File: config.mk
export PLATFORM = sky130hd
export DESIGN_NAME = neighbour_force_accumulator
export DESIGN_NICKNAME = d
export VERILOG_FILES = /design/src/design/nfa_pkg.sv /design/src/design/nfa_alu.sv /design/src/design/nfa_regs.sv /design/src/design/neighbour_force_accumulator.sv
export SDC_FILE = /design/constraint.sdc
export NUM_CORES = 2
export LEC_CHECK = 0
export BUFFER_PORTS_ARGS = -buffer_cell sky130_fd_sc_hd__buf_4
export CAP_MARGIN = 20
export CELL_PAD_IN_SITES_DETAIL_PLACEMENT = 0
export CELL_PAD_IN_SITES_GLOBAL_PLACEMENT = 1
export CORE_UTILIZATION = 53
export DETAILED_ROUTE_END_ITERATION = 8
export HOLD_SLACK_MARGIN = 0.12
export PLACE_DENSITY_LB_ADDON = 0.1
export SETUP_SLACK_MARGIN = 0.4
export SYNTH_ARGS = -nofsm -noshare
export SYNTH_HDL_FRONTEND = slang
export SYNTH_HIERARCHICAL = 1
export SYNTH_SLANG_ARGS = --single-unit
File: constraint.sdc
create_clock -name clk -period 25 [get_ports clk]
set_input_delay 5 -clock clk [delete_from_list [all_inputs] [get_ports clk]]
set_output_delay 5 -clock clk [all_outputs]
set_load 0.03 [all_outputs]
File: src/design/nfa_pkg.sv
// Shared types and constants for the neighbour force accumulator.
// Used by nfa_alu, nfa_regs and the top level; no dependencies.
`timescale 1ns / 1ps
package nfa_pkg;

  localparam int POS_FRAC = 8;
  localparam logic [7:0] MAX_NBR = 8'd255;
  localparam logic [63:0] ONE_Q16 = 64'd65536;
  localparam logic [63:0] TERM_CAP = 64'd1 << 36;
  localparam logic [63:0] TERM_NUM = 64'd1000 << (16 + 2 * POS_FRAC);
  localparam logic [63:0] NEAR_MAG = 64'd1000 << POS_FRAC;
  localparam logic [25:0] NEAR_LIMIT = 26'(300 << POS_FRAC);

  localparam logic [2:0] CFG_RANGE = 3'd0;
  localparam logic [2:0] CFG_TIMEOUT = 3'd1;
  localparam logic [2:0] CFG_ZCROSS = 3'd2;
  localparam logic [2:0] CFG_AGE_EN = 3'd3;
  localparam logic [2:0] CFG_DIST_EN = 3'd4;
  localparam logic [2:0] CFG_AVG_EN = 3'd5;
  localparam logic [2:0] CFG_WAVG = 3'd6;

  typedef struct packed {
    logic        command;
    logic [23:0] neighbour_x;
    logic [23:0] neighbour_y;
    logic [23:0] own_x;
    logic [23:0] own_y;
    logic        contact_expired;
    logic [23:0] ping_age;
  } in_word_t;

  typedef struct packed {
    logic [31:0] force_x;
    logic [31:0] force_y;
    logic [7:0]  target_count;
    logic [23:0] weight_total;
    logic        force_valid;
    logic        divide_fault;
  } out_word_t;

  typedef struct packed {
    logic [23:0] range_limit;
    logic [23:0] age_timeout;
    logic [23:0] zero_cross_distance;
    logic        use_age_weight;
    logic        use_distance_weight;
    logic        average_enable;
    logic        weighted_average;
  } cfg_t;

  typedef enum logic [1:0] {
    ALU_MUL,
    ALU_DIV,
    ALU_SQRT
  } alu_op_t;

  typedef struct packed {
    logic        start;
    alu_op_t     op;
    logic [63:0] a;
    logic [63:0] b;
  } alu_req_t;

  typedef struct packed {
    logic        done;
    logic [63:0] result;
  } alu_rsp_t;

  typedef enum logic [4:0] {
    S_IDLE,
    S_SQX,
    S_SQY,
    S_SQRT,
    S_RANGE,
    S_NMX,
    S_NDX,
    S_NMY,
    S_NDY,
    S_E2,
    S_TERM,
    S_KX,
    S_KY,
    S_WA,
    S_WD,
    S_W,
    S_FX,
    S_FY,
    S_ACC,
    S_AX,
    S_AY,
    S_OUT
  } state_t;

endpackage

File: src/design/nfa_alu.sv
// Shared iterative unit: shift-add multiply, restoring divide, integer square root.
// One bit (or one root digit) per cycle on a single 65-bit adder. Uses nfa_pkg.
`timescale 1ns / 1ps
module nfa_alu import nfa_pkg::*; (
  input  logic     clk,
  input  logic     rst_n,
  input  alu_req_t req,
  output alu_rsp_t rsp
);

  logic        busy_r, done_r;
  alu_op_t     op_r;
  logic [63:0] x_r, y_r, z_r;
  logic [5:0]  cnt_r;

  logic [64:0] rem2;
  logic [63:0] p, q;
  logic        sub;
  logic [64:0] s;
  logic        ge;

  always_comb begin
    rem2 = {x_r, z_r[63]};
    p    = x_r;
    q    = y_r;
    sub  = 1'b0;
    case (op_r)
      ALU_MUL:  begin p = x_r; q = y_r; sub = 1'b0; end
      ALU_DIV:  begin p = rem2[63:0]; q = y_r; sub = 1'b1; end
      ALU_SQRT: begin p = x_r; q = y_r | z_r; sub = 1'b1; end
      default:  begin p = x_r; q = y_r; sub = 1'b0; end
    endcase
    s  = {1'b0, p} + {1'b0, (sub ? ~q : q)} + {64'd0, sub};
    ge = s[64] | ((op_r == ALU_DIV) & rem2[64]);
  end

  always_ff @(posedge clk) begin
    if (!rst_n) begin
      busy_r <= 1'b0;
      done_r <= 1'b0;
      op_r   <= ALU_MUL;
      cnt_r  <= '0;
    end else begin
      done_r <= busy_r && (cnt_r == '0);
      if (req.start && !busy_r) begin
        busy_r <= 1'b1;
        op_r   <= req.op;
        case (req.op)
          ALU_MUL:  begin x_r <= '0; y_r <= req.a; z_r <= req.b; cnt_r <= 6'd63; end
          ALU_DIV:  begin x_r <= '0; y_r <= req.b; z_r <= req.a; cnt_r <= 6'd63; end
          ALU_SQRT: begin x_r <= req.a; y_r <= '0; z_r <= 64'd1 << 62; cnt_r <= 6'd31; end
          default:  begin x_r <= '0; y_r <= '0; z_r <= '0; cnt_r <= '0; end
        endcase
      end else if (busy_r) begin
        case (op_r)
          ALU_MUL: begin
            if (z_r[0]) x_r <= s[63:0];
            y_r <= y_r << 1;
            z_r <= z_r >> 1;
          end
          ALU_DIV: begin
            x_r <= ge ? s[63:0] : rem2[63:0];
            z_r <= {z_r[62:0], ge};
          end
          ALU_SQRT: begin
            if (ge) begin
              x_r <= s[63:0];
              y_r <= (y_r >> 1) | z_r;
            end else begin
              y_r <= y_r >> 1;
            end
            z_r <= z_r >> 2;
          end
          default: ;
        endcase
        cnt_r <= cnt_r - 6'd1;
        if (cnt_r == '0) begin
          busy_r <= 1'b0;
        end
      end
    end
  end

  always_comb begin
    rsp.done = done_r;
    case (op_r)
      ALU_MUL:  rsp.result = x_r;
      ALU_DIV:  rsp.result = z_r;
      ALU_SQRT: rsp.result = y_r;
      default:  rsp.result = x_r;
    endcase
  end

endmodule

File: src/design/nfa_regs.sv
// Configuration register file for the neighbour force accumulator.
// Plain write port, no read-back. Uses nfa_pkg.
`timescale 1ns / 1ps
module nfa_regs import nfa_pkg::*; (
  input  logic        clk,
  input  logic        rst_n,
  input  logic        cfg_we,
  input  logic [2:0]  cfg_index,
  input  logic [23:0] cfg_wdata,
  output cfg_t        cfg
);

  cfg_t cfg_r;

  always_ff @(posedge clk) begin
    if (!rst_n) begin
      cfg_r.range_limit         <= 24'd166400;
      cfg_r.age_timeout         <= 24'd2560;
      cfg_r.zero_cross_distance <= 24'd0;
      cfg_r.use_age_weight      <= 1'b1;
      cfg_r.use_distance_weight <= 1'b1;
      cfg_r.average_enable      <= 1'b0;
      cfg_r.weighted_average    <= 1'b0;
    end else if (cfg_we) begin
      unique case (cfg_index)
        CFG_RANGE:   cfg_r.range_limit         <= cfg_wdata;
        CFG_TIMEOUT: cfg_r.age_timeout         <= cfg_wdata;
        CFG_ZCROSS:  cfg_r.zero_cross_distance <= cfg_wdata;
        CFG_AGE_EN:  cfg_r.use_age_weight      <= cfg_wdata[0];
        CFG_DIST_EN: cfg_r.use_distance_weight <= cfg_wdata[0];
        CFG_AVG_EN:  cfg_r.average_enable      <= cfg_wdata[0];
        CFG_WAVG:    cfg_r.weighted_average    <= cfg_wdata[0];
        default: ;
      endcase
    end
  end

  assign cfg = cfg_r;

endmodule

File: src/design/neighbour_force_accumulator.sv
// Neighbour force accumulator: a skipped report ends in idle, one out of range leaves
// after the range check, a full report runs the force chain; a finish divides both
// sums first when averaging, then waits in the output state through any output stall.
// The time goes to the shared multiply/divide/root unit. One word is in work at a time;
// the result register lets the next word enter while a result waits. Synchronous
// active-low reset restores the register defaults and clears sums; no clearing pass.
`timescale 1ns / 1ps
module neighbour_force_accumulator import nfa_pkg::*; (
  input  logic        clk,
  input  logic        rst_n,
  input  logic        in_valid,
  output logic        in_stall,
  input  in_word_t    in_data,
  output logic        out_valid,
  input  logic        out_stall,
  output out_word_t   out_data,
  input  logic        cfg_we,
  input  logic [2:0]  cfg_index,
  input  logic [23:0] cfg_wdata
);

  cfg_t      cfg;
  alu_req_t  alu_req;
  alu_rsp_t  alu_rsp;

  state_t    state_r, state_nxt;
  logic      issued_r;
  logic      need_op, adv, in_acc, out_load;

  logic [23:0] rxm_r, rym_r, age_r;
  logic        rxs_r, rys_r;
  logic [63:0] t_r;
  logic [25:0] d_r;
  logic [24:0] em_r;
  logic [36:0] km_r;
  logic        ks_r;
  logic [45:0] fxm_r, fym_r;
  logic        fxs_r, fys_r;
  logic [16:0] wa_r, wd_r, w_r;
  logic signed [47:0] sfx_r, sfy_r;
  logic [23:0] sw_r;
  logic [7:0]  cnt_r;
  logic [63:0] oxm_r, oym_r;
  logic        oxs_r, oys_r, fault_r;
  logic        out_valid_r;
  out_word_t   out_r;

  logic signed [24:0] rx, ry;
  logic signed [26:0] e;
  logic [63:0] term;
  logic        age_zero, rng_zero;
  logic signed [48:0] fx49, fy49, nx49, ny49;
  logic [24:0] sw25;

  nfa_regs u_regs (
    .clk(clk), .rst_n(rst_n), .cfg_we(cfg_we), .cfg_index(cfg_index),
    .cfg_wdata(cfg_wdata), .cfg(cfg)
  );

  nfa_alu u_alu (.clk(clk), .rst_n(rst_n), .req(alu_req), .rsp(alu_rsp));

  assign in_stall = (state_r != S_IDLE);
  assign in_acc   = in_valid && !in_stall;
  assign out_load = (state_r == S_OUT) && (!out_valid_r || !out_stall);
  assign out_valid = out_valid_r;
  assign out_data  = out_r;

  assign rx = 25'(signed'(in_data.neighbour_x)) - 25'(signed'(in_data.own_x));
  assign ry = 25'(signed'(in_data.neighbour_y)) - 25'(signed'(in_data.own_y));
  assign e  = signed'({1'b0, d_r}) - signed'({3'b0, cfg.zero_cross_distance});

  assign age_zero = (cfg.age_timeout == '0) || (age_r >= cfg.age_timeout);
  assign rng_zero = (cfg.range_limit == '0);

  always_comb begin
    if (alu_rsp.result > TERM_CAP) term = TERM_CAP;
    else term = alu_rsp.result;
    if (t_r == '0) term = TERM_CAP;
  end

  // an op state may skip the unit when its value is fixed
  always_comb begin
    unique case (state_r)
      S_SQX, S_SQY, S_SQRT, S_NMX, S_NDX, S_NMY, S_NDY, S_E2, S_KX, S_KY,
      S_W, S_FX, S_FY, S_AX, S_AY: need_op = 1'b1;
      S_TERM: need_op = (t_r != '0);
      S_WA:   need_op = cfg.use_age_weight && !age_zero;
      S_WD:   need_op = cfg.use_distance_weight && !rng_zero;
      default: need_op = 1'b0;
    endcase
    adv = !need_op || alu_rsp.done;
  end

  // next state
  always_comb begin
    state_nxt = state_r;
    unique case (state_r)
      S_IDLE: begin
        if (in_acc) begin
          if (in_data.command) begin
            state_nxt = (cfg.average_enable && sw_r != '0) ? S_AX : S_OUT;
          end else if (in_data.contact_expired || cnt_r >= MAX_NBR) begin
            state_nxt = S_IDLE;
          end else begin
            state_nxt = S_SQX;
          end
        end
      end
      S_SQX:  if (adv) state_nxt = S_SQY;
      S_SQY:  if (adv) state_nxt = S_SQRT;
      S_SQRT: if (adv) state_nxt = S_RANGE;
      S_RANGE: begin
        if (d_r > {2'b0, cfg.range_limit}) state_nxt = S_IDLE;
        else if (d_r == '0) state_nxt = S_WA;
        else if (d_r < NEAR_LIMIT) state_nxt = S_NMX;
        else state_nxt = S_E2;
      end
      S_NMX:  if (adv) state_nxt = S_NDX;
      S_NDX:  if (adv) state_nxt = S_NMY;
      S_NMY:  if (adv) state_nxt = S_NDY;
      S_NDY:  if (adv) state_nxt = S_WA;
      S_E2:   if (adv) state_nxt = S_TERM;
      S_TERM: if (adv) state_nxt = S_KX;
      S_KX:   if (adv) state_nxt = S_KY;
      S_KY:   if (adv) state_nxt = S_WA;
      S_WA:   if (adv) state_nxt = S_WD;
      S_WD:   if (adv) state_nxt = S_W;
      S_W:    if (adv) state_nxt = S_FX;
      S_FX:   if (adv) state_nxt = S_FY;
      S_FY:   if (adv) state_nxt = S_ACC;
      S_ACC:  state_nxt = S_IDLE;
      S_AX:   if (adv) state_nxt = S_AY;
      S_AY:   if (adv) state_nxt = S_OUT;
      S_OUT:  if (out_load) state_nxt = S_IDLE;
      default: state_nxt = S_IDLE;
    endcase
  end

  // unit request
  always_comb begin
    alu_req.start = need_op && !issued_r;
    alu_req.op    = ALU_MUL;
    alu_req.a     = '0;
    alu_req.b     = '0;
    unique case (state_r)
      S_SQX: begin alu_req.a = 64'(rxm_r); alu_req.b = 64'(rxm_r); end
      S_SQY: begin alu_req.a = 64'(rym_r); alu_req.b = 64'(rym_r); end
      S_SQRT: begin alu_req.op = ALU_SQRT; alu_req.a = t_r; end
      S_NMX: begin alu_req.a = NEAR_MAG; alu_req.b = 64'(rxm_r); end
      S_NMY: begin alu_req.a = NEAR_MAG; alu_req.b = 64'(rym_r); end
      S_NDX, S_NDY: begin alu_req.op = ALU_DIV; alu_req.a = t_r; alu_req.b = 64'(d_r); end
      S_E2: begin alu_req.a = 64'(em_r); alu_req.b = 64'(em_r); end
      S_TERM: begin alu_req.op = ALU_DIV; alu_req.a = TERM_NUM; alu_req.b = t_r; end
      S_KX: begin alu_req.a = 64'(km_r); alu_req.b = 64'(rxm_r); end
      S_KY: begin alu_req.a = 64'(km_r); alu_req.b = 64'(rym_r); end
      S_WA: begin
        alu_req.op = ALU_DIV;
        alu_req.a  = {24'd0, cfg.age_timeout - age_r, 16'd0};
        alu_req.b  = 64'(cfg.age_timeout);
      end
      S_WD: begin
        alu_req.op = ALU_DIV;
        alu_req.a  = {24'd0, cfg.range_limit - d_r[23:0], 16'd0};
        alu_req.b  = 64'(cfg.range_limit);
      end
      S_W:  begin alu_req.a = 64'(wa_r); alu_req.b = 64'(wd_r); end
      S_FX: begin alu_req.a = 64'(fxm_r); alu_req.b = 64'(w_r); end
      S_FY: begin alu_req.a = 64'(fym_r); alu_req.b = 64'(w_r); end
      S_AX, S_AY: begin
        alu_req.op = ALU_DIV;
        alu_req.a  = (state_r == S_AX) ? oxm_r : oym_r;
        alu_req.b  = 64'(sw_r);
      end
      default: ;
    endcase
  end

  always_comb begin
    fx49 = fxs_r ? -signed'({3'b0, fxm_r}) : signed'({3'b0, fxm_r});
    fy49 = fys_r ? -signed'({3'b0, fym_r}) : signed'({3'b0, fym_r});
    nx49 = 49'(sfx_r) + fx49;
    ny49 = 49'(sfy_r) + fy49;
    sw25 = {1'b0, sw_r} + (cfg.weighted_average ? 25'(w_r) : 25'(ONE_Q16));
  end

  function automatic logic [31:0] sat32(input logic neg, input logic [63:0] mag);
    logic [31:0] r;
    if (!neg) r = (mag > 64'h7FFF_FFFF) ? 32'h7FFF_FFFF : mag[31:0];
    else r = (mag >= 64'h8000_0000) ? 32'h8000_0000 : -mag[31:0];
    return r;
  endfunction

  function automatic logic [63:0] mag48(input logic signed [47:0] v);
    logic [47:0] m;
    m = v[47] ? -v : v;
    return 64'(m);
  endfunction

  always_ff @(posedge clk) begin
    if (!rst_n) begin
      state_r     <= S_IDLE;
      issued_r    <= 1'b0;
      out_valid_r <= 1'b0;
      sfx_r       <= '0;
      sfy_r       <= '0;
      sw_r        <= '0;
      cnt_r       <= '0;
    end else begin
      state_r <= state_nxt;
      if (alu_req.start) issued_r <= 1'b1;
      else if (alu_rsp.done) issued_r <= 1'b0;
      if (out_load) out_valid_r <= 1'b1;
      else if (out_valid_r && !out_stall) out_valid_r <= 1'b0;

      unique case (state_r)
        S_IDLE: if (in_acc) begin
          rxs_r <= rx[24];
          rxm_r <= rx[24] ? 24'(-rx) : rx[23:0];
          rys_r <= ry[24];
          rym_r <= ry[24] ? 24'(-ry) : ry[23:0];
          age_r <= in_data.ping_age;
          oxs_r <= sfx_r[47];
          oys_r <= sfy_r[47];
          fault_r <= cfg.average_enable && (sw_r == '0);
          if (!cfg.average_enable) begin
            oxm_r <= mag48(sfx_r);
            oym_r <= mag48(sfy_r);
          end else if (sw_r == '0) begin
            oxm_r <= '0;
            oym_r <= '0;
          end else begin
            oxm_r <= mag48(sfx_r) << 16;
            oym_r <= mag48(sfy_r) << 16;
          end
        end
        S_SQX:  if (adv) t_r <= alu_rsp.result;
        S_SQY:  if (adv) t_r <= t_r + alu_rsp.result;
        S_SQRT: if (adv) d_r <= alu_rsp.result[25:0];
        S_RANGE: begin
          fxm_r <= '0; fym_r <= '0; fxs_r <= 1'b0; fys_r <= 1'b0;
          em_r  <= e[26] ? 25'(-e) : e[24:0];
        end
        S_NMX, S_NMY, S_E2: if (adv) t_r <= alu_rsp.result;
        S_NDX: if (adv) begin fxm_r <= alu_rsp.result[45:0]; fxs_r <= ~rxs_r; end
        S_NDY: if (adv) begin fym_r <= alu_rsp.result[45:0]; fys_r <= ~rys_r; end
        S_TERM: if (adv) begin
          // coefficient k = 1 - term, kept as sign and magnitude
          if (term <= ONE_Q16) begin
            ks_r <= 1'b0; km_r <= 37'(ONE_Q16 - term);
          end else begin
            ks_r <= 1'b1; km_r <= 37'(term - ONE_Q16);
          end
        end
        S_KX: if (adv) begin fxm_r <= alu_rsp.result[61:16]; fxs_r <= ks_r ^ rxs_r; end
        S_KY: if (adv) begin fym_r <= alu_rsp.result[61:16]; fys_r <= ks_r ^ rys_r; end
        S_WA: if (adv) begin
          if (!cfg.use_age_weight) wa_r <= 17'(ONE_Q16);
          else if (age_zero) wa_r <= '0;
          else wa_r <= alu_rsp.result[16:0];
        end
        S_WD: if (adv) begin
          if (!cfg.use_distance_weight) wd_r <= 17'(ONE_Q16);
          else if (rng_zero) wd_r <= '0;
          else wd_r <= alu_rsp.result[16:0];
        end
        S_W:  if (adv) w_r <= alu_rsp.result[32:16];
        S_FX: if (adv) fxm_r <= alu_rsp.result[61:16];
        S_FY: if (adv) fym_r <= alu_rsp.result[61:16];
        S_ACC: begin
          // saturate sums at 48 bits and the weight at 24
          if (nx49[48] != nx49[47]) sfx_r <= nx49[48] ? {1'b1, 47'd0} : {1'b0, {47{1'b1}}};
          else sfx_r <= nx49[47:0];
          if (ny49[48] != ny49[47]) sfy_r <= ny49[48] ? {1'b1, 47'd0} : {1'b0, {47{1'b1}}};
          else sfy_r <= ny49[47:0];
          sw_r  <= sw25[24] ? 24'hFF_FFFF : sw25[23:0];
          cnt_r <= cnt_r + 8'd1;
        end
        S_AX: if (adv) oxm_r <= alu_rsp.result;
        S_AY: if (adv) oym_r <= alu_rsp.result;
        S_OUT: if (out_load) begin
          out_r.force_x      <= sat32(oxs_r, oxm_r);
          out_r.force_y      <= sat32(oys_r, oym_r);
          out_r.target_count <= cnt_r;
          out_r.weight_total <= sw_r;
          out_r.force_valid  <= (cnt_r != '0);
          out_r.divide_fault <= fault_r;
          sfx_r <= '0;
          sfy_r <= '0;
          sw_r  <= '0;
          cnt_r <= '0;
        end
        default: ;
      endcase
    end
  end

`ifndef SYNTHESIS
  a_sums_cleared: assert property (@(posedge clk) disable iff (!rst_n)
    out_load |=> (cnt_r == '0 && sw_r == '0 && sfx_r == '0 && sfy_r == '0))
    else $error("sums not cleared after finish");
  a_valid_flag: assert property (@(posedge clk) disable iff (!rst_n)
    out_valid_r |-> (out_r.force_valid == (out_r.target_count != '0)))
    else $error("force_valid disagrees with target_count");
  a_fault_zero: assert property (@(posedge clk) disable iff (!rst_n)
    (out_valid_r && out_r.divide_fault) |-> (out_r.force_x == '0 && out_r.force_y == '0))
    else $error("divide fault with nonzero force");
  a_done_issued: assert property (@(posedge clk) disable iff (!rst_n)
    alu_rsp.done |-> issued_r)
    else $error("unit finished without a request");
`endif

endmodule

==> results.cfg <==
[outcome]
outcome = complete, but fails checks
violations = DRC

[routing]
via_per_inst = 7.04
drt_wl_total_um = 347000
drt_iter0_drc = 12066
drc = 15
wl_per_cell_um = 32.1
first_pass_iters = 9
final_antenna_net_count = 0
num_vias = 76192

[yosys]
yosysTopAreaCell = edfxtp_1
ys.flop_type = edfxtp_1
synth_cell_types = 102
ys_warn_count = 6
async_reset_ff_share_pct = 0
ys_seq_elements = 1014
netlist_area_um2 = 77600
syn_avg_cell_area_um2 = 8.81
ys_top_cells_by_area = edfxtp_1 31%, ha_1 6.5%, dfxtp_1 5.7%, a21oi_1 5.5%, xnor2_1 4.6%
synth_cells = 8803
ys_seq_area_share_pct = 36.4
synth-edff-count = 793
syn_nets = 9370
synth_top_area_share_pct = 30.7

[clock_network]
cts_tree = built
cts_hold_buffers = 0
clk_latency_ps = 790
clockBufferDepth = 3
ctsResizeCount = 0
post_cts_buffers = 0
h-tree-depth = 3
cts_buffers = 117
clock-sinks = 1014
clk_pin_slew_ps = 60
clock-root-buffer = clkbuf_16

[power_and_ir_drop]
ir_drop_mv = 0.0900
p_leak_uw = 0.0318
power_density_nw_per_um2 = 126

[timing]
hold_viol = 0
worst_pin_slew_ps = 1390
max_freq_mhz = 116
setup_violations = 0
fin_crit_ps = 8640
finalSetupTns_ps = 0
fin_ws_ps = 16360
rsz0062_at_grt = no
holdWs_ps = 464
finClkSkew_ps = 42.4
maxSlewViolCount = 0
slew_headroom_pct = 7.22
period_share_pct = 34.6

[placement]
gp_congestion = 1.07
place_ws_ps = 15590
port-buffer-count = 253
placed_cells = 10575
hpwl_um = 253000

[worst_setup_path]
crit_arrival_ps = 9170
r2r_end = u_alu/x_r[47]$_DFFE_PP_
setup.worst_path.class = input pin to flip-flop
end_kind = flip-flop
crit_path_start = in_data[97]
r2r_slack_ps = 16920
cp.required_ps = 25530
reg2regPathDepth = 15
crit_fanout = 6
cp-start-kind = input pin
rr_startpoint = u_alu/op_r[0]$_SDFFE_PN0P_

[die]
die_area_um2 = 148000
start_util_pct = 53.4
die_w_um = 385
pin_count = 254
rows = 140
die_height_um = 385
coreArea_um2 = 145000

[final_layout]
area_growth_pct = 10.3
drive_gt1_share_pct = 9.67
final_cell_mix = 855 x nand2_1, 819 x a21oi_1, 793 x edfxtp_1
final_common_cell = nand2_1
fin_cells = 10825
layout.nets = 9352

[hold_path]
min-delay-start = u_regs/cfg[11]$_SDFFE_PN0P_
whs_endpoint = u_regs/cfg[11]$_SDFFE_PN0P_
hold_class = flip-flop to flip-flop
hold_depth = 2

[grt]
grt_pass1_vias = 68794
grt_max_degree = 202
grt_usage_pct = 45.3
antenna_found_initial = 42
grt_pass1_wl_um = 488000
globalRouteOverflowTotal = 0

[job]
cap_violations = 0
[state kept, by name (all words and copies together) (netlist names), 25 cells and up]
name	flops
out_data	98
u_regs/cfg	76
oxm_r	64
oym_r	64
t_r	64
u_alu/x_r	64
u_alu/y_r	64
u_alu/z_r	64
sfx_r	48
sfy_r	48
fxm_r	46
fym_r	46
km_r	37
d_r	26
em_r	25
[logic make-up (layout without fill, tap and decap cells)]
family / count (synthesis) / after routing / synth area share, %
compound gates: 3129 / 3129 / 26.4
simple gates: 2410 / 2410 / 14.8
flops: 1014 / 1014 / 36.4
buf+inv: 910 / 993 / 4.58
xor+xnor: 645 / 645 / 7.31
fa+ha+maj: 413 / 413 / 6.76
mux: 282 / 282 / 3.75
other cells: 0 / 22 / 0
[worst max path at each step]
stage / endpoint / slack, ps
after floorplan: u_alu/x_r[0]$_DFFE_PP_ / 10050
after global placement: rxm_r[23]$_DFFE_PP_ / 15600
after detailed placement: rxm_r[23]$_DFFE_PP_ / 15590
after CTS: rxm_r[23]$_DFFE_PP_ / 16390
after global routing: rxm_r[23]$_DFFE_PP_ / 15960
final: rxm_r[23]$_DFFE_PP_ / 16360
[cell type report]
| class | instances | area (um^2) |
|---|---|---|
| multi-input cells | 6879 | 46300 |
| clock buffers | 144 | 3110 |
| diodes | 22 | 55.1 |
| clock inverters | 76 | 867 |
| fillers | 13060 | 59800 |
| flip-flops and latches | 1014 | 28200 |
| inverters | 338 | 1270 |
| well taps | 1917 | 2400 |
| repair buffers | 435 | 3310 |
[stage by stage]
step	util [%]	instance area (um^2)	power, uW
2_1_floorplan	-	77600	6540
3_3_place_gp	56.0	81400	8580
3_5_place_dp	56.0	81500	8630
4_1_cts	58.8	85500	10500
5_1_grt	58.8	85500	11200
6_report	58.9	85600	10800
[synth_stat cells, types with 90 or more instances]
master,instances
nand2_1,857
a21oi_1,854
edfxtp_1,793
o21ai_0,642
nor2_1,563
clkbuf_1,476
ha_1,403
xnor2_1,403
inv_1,337
a22oi_1,239
xor2_1,239
dfxtp_1,221
mux2i_1,215
a21o_1,185
a22o_1,131
nand3_1,127
o22ai_1,126
o21bai_1,118
and2_1,116
o21a_1,113
nand4_1,103
nor3_1,100
or3_1,91
nor4_1,90
[layer usage]
layer	up-vias	routed length [um]	GRT usage, %
li1	33142	-	-
met1	36383	128000	57.4
met2	5446	143000	64.6
met3	1195	48900	16.3
met4	26	27300	30.0
met5	-	328	0.682
[power by group]
group / total, uW / switching (uW) / internal, uW / leakage, uW
Sequential: 3000 / 557 / 2440 / 0.00905
Clock: 1840 / 790 / 1050 / 0.00194
Combinational: 5970 / 4000 / 1970 / 0.0208
[critical path: stages]
cell      delay [ps]
buf_4            110
inv_1             50
ha_1             150
inv_1             50
fa_1             420
a211oi_1         280
o21ai_0          190
a41oi_1          440
o21ai_0          210
a221oi_1         710
xnor2_1          230
a31o_2           260
nor4_1           420
nand2_1          100
nor2_1           220
a41oi_1          170
xnor2_1          160
Note: power is estimated with default switching activity, not from simulation.
